===== config.mk =====
export PLATFORM = sky130hd
export DESIGN_NAME = sss_seq
export DESIGN_NICKNAME = d
export VERILOG_FILES = /design/src/sss_pkg.sv /design/src/sss_seq.sv
export VERILOG_INCLUDE_DIRS = /design/src /design/src/src
export SDC_FILE = /design/constraint.sdc
export NUM_CORES = 1
export LEC_CHECK = 0
export BUFFER_PORTS_ARGS = -buffer_cell sky130_fd_sc_hd__buf_2
export CAP_MARGIN = 20
export CORE_MARGIN = 5
export CORE_UTILIZATION = 45
export DETAILED_ROUTE_END_ITERATION = 16
export PLACE_DENSITY = 0.68
export REMOVE_ABC_BUFFERS = 1
export SLEW_MARGIN = 0
export SYNTH_ARGS = -nofsm -noshare
export SYNTH_HDL_FRONTEND = slang
export SYNTH_SLANG_ARGS = --single-unit

===== constraint.sdc =====
create_clock -name clk_i -period 6 [get_ports clk_i]
set_input_delay 0.6 -clock clk_i [delete_from_list [all_inputs] [get_ports clk_i]]
set_output_delay 0.6 -clock clk_i [all_outputs]
set_load 0.1 [all_outputs]

===== src/sorted_stack_binary_search_defines.svh =====
// Assertion macros used by the sorted stack search sequencer
`ifndef SORTED_STACK_BINARY_SEARCH_DEFINES_SVH
`define SORTED_STACK_BINARY_SEARCH_DEFINES_SVH

// Condition holds at every clock edge out of reset
`define SSS_ASSERT_ALWAYS(lbl, clk, rstn, cond, msg) \
  lbl: assert property (@(posedge clk) disable iff (!(rstn)) (cond)) else $error(msg);

// Consequent holds in the same cycle as the antecedent
`define SSS_ASSERT_IMP(lbl, clk, rstn, ante, cons, msg) \
  lbl: assert property (@(posedge clk) disable iff (!(rstn)) (ante) |-> (cons)) \
    else $error(msg);

// Consequent holds in the cycle after the antecedent
`define SSS_ASSERT_NXT(lbl, clk, rstn, ante, cons, msg) \
  lbl: assert property (@(posedge clk) disable iff (!(rstn)) (ante) |=> (cons)) \
    else $error(msg);

`endif


===== src/sss_pkg.sv =====
// Types and constants shared by the sorted stack search block
`timescale 1ns / 1ps

package sss_pkg;

  localparam int unsigned ValW     = 32;
  localparam int unsigned CmdW     = 2;
  localparam int unsigned StatW    = 2;
  localparam int unsigned PosW     = 8;
  localparam int unsigned CountW   = 9;
  localparam int unsigned OutDataW = 24;
  localparam int unsigned OutPadW  = OutDataW - (1 + PosW + CountW);

  // Command codes carried on the input tuser
  typedef enum logic [CmdW-1:0] {
    CMD_PUSH   = 2'd0,
    CMD_POP    = 2'd1,
    CMD_SEARCH = 2'd2
  } cmd_e;

  // Result status codes carried on the output tuser
  typedef enum logic [StatW-1:0] {
    STAT_OK    = 2'd0,
    STAT_EMPTY = 2'd1,
    STAT_FULL  = 2'd2
  } status_e;

  // One result beat as handed from the sequencer to the output stage
  typedef struct packed {
    status_e             status;
    logic                found;
    logic [PosW-1:0]     position;
    logic [CountW-1:0]   item_count;
  } res_t;

endpackage


===== src/sss_seq.sv =====
// Command sequencer: stack count, push/pop writes and the binary search walk
`timescale 1ns / 1ps
`include "sorted_stack_binary_search_defines.svh"

module sss_seq
  import sss_pkg::*;
#(
  parameter int unsigned STACK_DEPTH = 256,
  localparam int unsigned AW = (STACK_DEPTH > 1) ? $clog2(STACK_DEPTH) : 1,
  localparam int unsigned CW = $clog2(STACK_DEPTH + 1)
) (
  input  logic                clk_i,
  input  logic                rst_ni,
  input  logic                cmd_valid_i,
  output logic                cmd_ready_o,
  input  logic [CmdW-1:0]     cmd_i,
  input  logic signed [ValW-1:0] operand_i,
  output logic                res_valid_o,
  input  logic                res_ready_i,
  output res_t                res_o,
  output logic                mem_we_o,
  output logic [AW-1:0]       mem_waddr_o,
  output logic [ValW-1:0]     mem_wdata_o,
  output logic                mem_re_o,
  output logic [AW-1:0]       mem_raddr_o,
  input  logic [ValW-1:0]     mem_rdata_i
);

  localparam int unsigned SW  = CW + 1;
  localparam int unsigned CXW = (CW > CountW) ? CW : CountW;
  localparam int unsigned PXW = (CW > PosW) ? CW : PosW;
  localparam logic [CW-1:0] DepthC = CW'(STACK_DEPTH);
  localparam logic signed [SW-1:0] OneS = SW'(1);

  localparam logic [1:0] StIdle = 2'd0;
  localparam logic [1:0] StSrch = 2'd1;
  localparam logic [1:0] StDone = 2'd2;

  logic [1:0]             state_q, state_d;
  logic [CW-1:0]          count_q, count_d;
  logic signed [SW-1:0]   lo_q, lo_d, hi_q, hi_d;
  logic [CW-1:0]          mid_q, mid_d;
  logic signed [ValW-1:0] key_q, key_d;
  status_e                stat_q, stat_d;
  logic                   found_q, found_d;
  logic [PosW-1:0]        pos_q, pos_d;

  logic                   accept;
  logic [CW-1:0]          cnt_m1, init_mid;
  logic signed [ValW-1:0] rd_val;
  logic                   hit, go_up;
  logic signed [SW-1:0]   mid_s, a_lo, b_hi;
  logic [SW-1:0]          a_sum, b_sum;
  logic [CW-1:0]          a_mid, b_mid;
  logic                   a_cont, b_cont;
  logic [PXW-1:0]         pos_ext;
  logic [CXW-1:0]         cnt_ext;

  assign cmd_ready_o = (state_q == StIdle);
  assign accept      = cmd_valid_i && cmd_ready_o;
  assign cnt_m1      = count_q - CW'(1);
  assign init_mid    = cnt_m1 >> 1;

  // probe compare; the entry at position mid sits at slot count-1-mid
  assign rd_val = $signed(mem_rdata_i);
  assign hit    = (rd_val == key_q);
  assign go_up  = (rd_val < key_q);

  // both possible next windows, worked out ahead of the compare
  assign mid_s  = $signed({1'b0, mid_q});
  assign a_lo   = mid_s + OneS;
  assign b_hi   = mid_s - OneS;
  assign a_sum  = {1'b0, a_lo[CW-1:0]} + {1'b0, hi_q[CW-1:0]};
  assign b_sum  = {1'b0, lo_q[CW-1:0]} + {1'b0, b_hi[CW-1:0]};
  assign a_mid  = a_sum[CW:1];
  assign b_mid  = b_sum[CW:1];
  assign a_cont = (a_lo <= hi_q);
  assign b_cont = (lo_q <= b_hi);

  assign pos_ext = PXW'(mid_q);
  assign cnt_ext = CXW'(count_q);

  // next-state logic and memory port control
  always_comb begin
    state_d     = state_q;
    count_d     = count_q;
    lo_d        = lo_q;
    hi_d        = hi_q;
    mid_d       = mid_q;
    key_d       = key_q;
    stat_d      = stat_q;
    found_d     = found_q;
    pos_d       = pos_q;
    mem_we_o    = 1'b0;
    mem_waddr_o = count_q[AW-1:0];
    mem_wdata_o = operand_i;
    mem_re_o    = 1'b0;
    mem_raddr_o = AW'(cnt_m1 - init_mid);

    case (state_q)
      StIdle: begin
        if (accept) begin
          stat_d  = STAT_OK;
          found_d = 1'b0;
          pos_d   = '0;
          state_d = StDone;
          case (cmd_i)
            CMD_PUSH: begin
              if (count_q < DepthC) begin
                mem_we_o = 1'b1;
                count_d  = count_q + CW'(1);
              end else begin
                stat_d = STAT_FULL;
              end
            end
            CMD_POP: begin
              if (count_q != '0) begin
                count_d = cnt_m1;
              end else begin
                stat_d = STAT_EMPTY;
              end
            end
            CMD_SEARCH: begin
              if (count_q != '0) begin
                lo_d     = '0;
                hi_d     = $signed({1'b0, cnt_m1});
                mid_d    = init_mid;
                key_d    = operand_i;
                mem_re_o = 1'b1;
                state_d  = StSrch;
              end
            end
            default: begin
            end
          endcase
        end
      end
      StSrch: begin
        if (hit) begin
          found_d = 1'b1;
          pos_d   = pos_ext[PosW-1:0];
          state_d = StDone;
        end else if (go_up) begin
          lo_d        = a_lo;
          mid_d       = a_mid;
          mem_raddr_o = AW'(cnt_m1 - a_mid);
          mem_re_o    = a_cont;
          if (!a_cont) begin
            state_d = StDone;
          end
        end else begin
          hi_d        = b_hi;
          mid_d       = b_mid;
          mem_raddr_o = AW'(cnt_m1 - b_mid);
          mem_re_o    = b_cont;
          if (!b_cont) begin
            state_d = StDone;
          end
        end
      end
      StDone: begin
        if (res_ready_i) begin
          state_d = StIdle;
        end
      end
      default: begin
        state_d = StIdle;
      end
    endcase
  end

  // control state
  always_ff @(posedge clk_i or negedge rst_ni) begin
    if (!rst_ni) begin
      state_q <= StIdle;
      count_q <= '0;
    end else begin
      state_q <= state_d;
      count_q <= count_d;
    end
  end

  // search window and pending result
  always_ff @(posedge clk_i) begin
    lo_q    <= lo_d;
    hi_q    <= hi_d;
    mid_q   <= mid_d;
    key_q   <= key_d;
    stat_q  <= stat_d;
    found_q <= found_d;
    pos_q   <= pos_d;
  end

  // result beat towards the output stage; count is already settled here
  assign res_valid_o       = (state_q == StDone);
  assign res_o.status      = stat_q;
  assign res_o.found       = found_q;
  assign res_o.position    = pos_q;
  assign res_o.item_count  = cnt_ext[CountW-1:0];

  `SSS_ASSERT_ALWAYS(a_count_bound, clk_i, rst_ni, count_q <= DepthC, "count above depth")
  `SSS_ASSERT_ALWAYS(a_port_excl, clk_i, rst_ni, !(mem_we_o && mem_re_o), "read and write together")
  `SSS_ASSERT_IMP(a_srch_window, clk_i, rst_ni, state_q == StSrch, lo_q <= hi_q, "empty window probed")
  `SSS_ASSERT_NXT(a_push_count, clk_i, rst_ni, mem_we_o, count_q == $past(count_q) + CW'(1), "push count")
  `SSS_ASSERT_NXT(a_srch_hold, clk_i, rst_ni, state_q == StSrch, $stable(count_q), "count moved in search")

endmodule


==> impl_metrics.json <==
{
  "cts_hold_buf": 0,
  "grt_remaining_overflow": 0,
  "grt_pass1_wl_mm": 25.1,
  "skew_ns": 0.00740,
  "rrSetupSlack_ns": 2.48,
  "cts_root_buf": "clkbuf_16",
  "boundaryPins": 142,
  "die-area_um2": 17200,
  "ys_ff_latch": 83,
  "synth_edf_count": 72,
  "worst-path-buf-inv": 5,
  "worstSetupPathType": "reg2out",
  "area_delta_synth_final_pct": 13.9,
  "maxSlewViolCount": 0,
  "synth_top_family_by_area": "adder cells",
  "die_height_um": 131,
  "post_cts_resized": 0,
  "reg2reg_to": "state_q[0]",
  "end_kind": "output pin",
  "path_clk_slew_ns": 0.06,
  "grt_usage_pct": 17.7,
  "finalCritPeriodShare_pct": 91.7,
  "synthXorXnorAreaFrac_pct": 6.08,
  "port_buffers": 141,
  "reg2regPathDepth": 15,
  "first_global_vias": 5048,
  "fin_crit_ns": 5.50,
  "status": "finished, final reports clean",
  "diodes": 0,
  "syn_avg_cell_area_um2": 9.37,
  "antenna_found_initial": 0,
  "path_delay_family": "compound AO/OA/AOI/OAI gates",
  "fmaxAchievable_mhz": 182,
  "cp_max_fo": 10,
  "crit_chain": "buf_4, inv_1, ha_1, xnor2_1, inv_1, ha_1, inv_1, o21bai_1, a21oi_1, o211ai_1, xor2_1, mux2i_1, ha_1, o21ai_0, nand2b_1, a21oi_1, a31o_2, a31oi_1, o21bai_1, and4b_1, buf_2",
  "cts_buffers": 9,
  "synthCells": 707,
  "clock_latency_ns": 0.34,
  "netlist.top_cell.by_area": "edfxtp_1",
  "coreArea_um2": 14500,
  "layout-drive-gt1-share_pct": 20.9,
  "nNetsFinal": 971,
  "synth.yosys.seq_area_share_pct": 36.8,
  "drv_cap": 0,
  "clock_sinks": 83,
  "drc": 0,
  "synth_area_leaders": "edfxtp_1 (33%), ha_1 (16%), inv_1 (5.3%)",
  "crit_arrival_ns": 4.90,
  "vias": 5223,
  "min_path_type": "in2async",
  "synth-compound-area-share_pct": 13.2,
  "hpwlAfterDp_mm": 12.4,
  "synth-simple-area-share_pct": 14.4,
  "clk_path_buf_depth": 2,
  "place_congestion": 0.920,
  "setup_violations": 0,
  "muxShareOfSynthArea_pct": 0.869,
  "dr.pass1.iters": 5,
  "hold_viol_final": 0,
  "drt_iter0_drc": 215,
  "synth_top_area_share_pct": 32.6,
  "yosysWarningCount": 0,
  "final_cell_mix": "buf_2 (140), inv_1 (93), ha_1 (87), edfxtp_1 (72), a21oi_1 (68)",
  "tightest_slew_ns": 1.01,
  "synthFlopType": "edfxtp_1",
  "whs_ns": 0.115,
  "ant_nets": 0,
  "synth_cell_types": 54,
  "cpMaxStageDelayCell": "buf_2",
  "syn_area_um2": 6620,
  "timing.rr.start": "mid_q[0]",
  "die_w_um": 131,
  "synth-adder-area-share_pct": 17.8,
  "cp_slowest_stage_delay_ns": 0.42,
  "routed_wl_mm": 15.5,
  "viasPerCell": 5.23,
  "num_rows": 44,
  "grt_setup_unrepaired": "no",
  "worst_ep_required_time_ns": 5.40,
  "cts_tree": "yes",
  "startpoint_type": "flip-flop",
  "wire_per_inst_um": 15.5,
  "cts_setup_buffers": 0,
  "synthArstFlopShare_pct": 13.3,
  "grt_start_max_net_pins": 36,
  "htree_levels": 3,
  "fillCellCount": 1357,
  "layout_commonest_cell": "buf_2",
  "initial_core_util_pct": 45.7,
  "slew_headroom_pct": 32.7
}
[through the flow]
stage          std cells  cell area (um^2)  setup slack [ns]  utilization [%]  setup TNS (ns)
6_report             999              7550             0.498             52.1               0
5_1_grt              999              7550             0.125             52.1               0
4_1_cts              999              7550             0.493             52.1               0
3_5_place_dp         983              7260             0.733             50.2               0
3_3_place_gp         982              7260             0.805             50.1               0
2_1_floorplan        651              6260            -0.513                -          -0.850
[state kept, by name (all words and copies together) (netlist names)]
signal	flops
key_q	32
hi_q	10
lo_q	10
cnt_ext	9
mid_q	9
pos_q	8
stat_q	2
state_q	2
found_q	1
[cells in the mapped netlist, types with 7 or more instances]
library cell  count
edfxtp_1         72
nor2b_1           9
a21oi_1          68
nor3_1           14
buf_4            41
o21bai_1         11
xor2_1           21
nor2_1           52
nand2b_1          9
o21ai_0          23
clkbuf_1         15
nand2_1          32
o211ai_1          9
and2_1           14
nand4_1           8
and3_1            7
nor4_1            7
dfrtp_1          11
ha_1             87
inv_1            93
xnor2_1          25
nand3_1          17
[layer usage]
metal,routed length [um],vias to the layer above,GRT usage [%],part of all wire [%]
met5,0,-,0,0
met4,384,0,6.51,2.5
met3,744,26,3.63,4.8
met2,7370,134,29.6,48
met1,7010,2433,22.9,45
li1,-,2630,-,-
[cells by family (layout without fill, tap and decap cells)]
| family | count (synthesis) | in the layout |
|---|---|---|
| multiplexers | 5 | 5 |
| flip-flops | 83 | 83 |
| AO/OA/AOI/OAI | 144 | 144 |
| adder cells (fa/ha/maj) | 92 | 92 |
| buffers and inverters | 150 | 258 |
| XOR/XNOR | 46 | 46 |
| AND/OR/NAND/NOR | 187 | 187 |
[worst max-delay path by stage]
stage	from	end	slack, ns	cells past startpoint
final	mid_q[0]	mem_raddr_o[7]	0.50	21
after global routing	mid_q[0]	mem_raddr_o[7]	0.13	21
after CTS	mid_q[0]	mem_raddr_o[7]	0.49	21
after detailed placement	mem_rdata_i[5]	mem_raddr_o[7]	0.73	19
after global placement	mem_rdata_i[5]	mem_raddr_o[5]	0.80	18
after floorplan	mem_rdata_i[5]	mem_raddr_o[6]	-0.51	15
[area by class of cell]
cell class	count	area [um^2]	area share (%)
timing repair buffer	148	773	10.2
multi-input combinational	474	3470	46.0
clock inverter	5	38.8	0.514
tap	184	230	3.05
clock buffer	11	243	3.22
inverter	94	353	4.68
sequential	83	2440	32.3
Power is left out: the tool's default activity adds up to more than one toggle a clock period on the data nets, which glitch-free logic cannot reach.
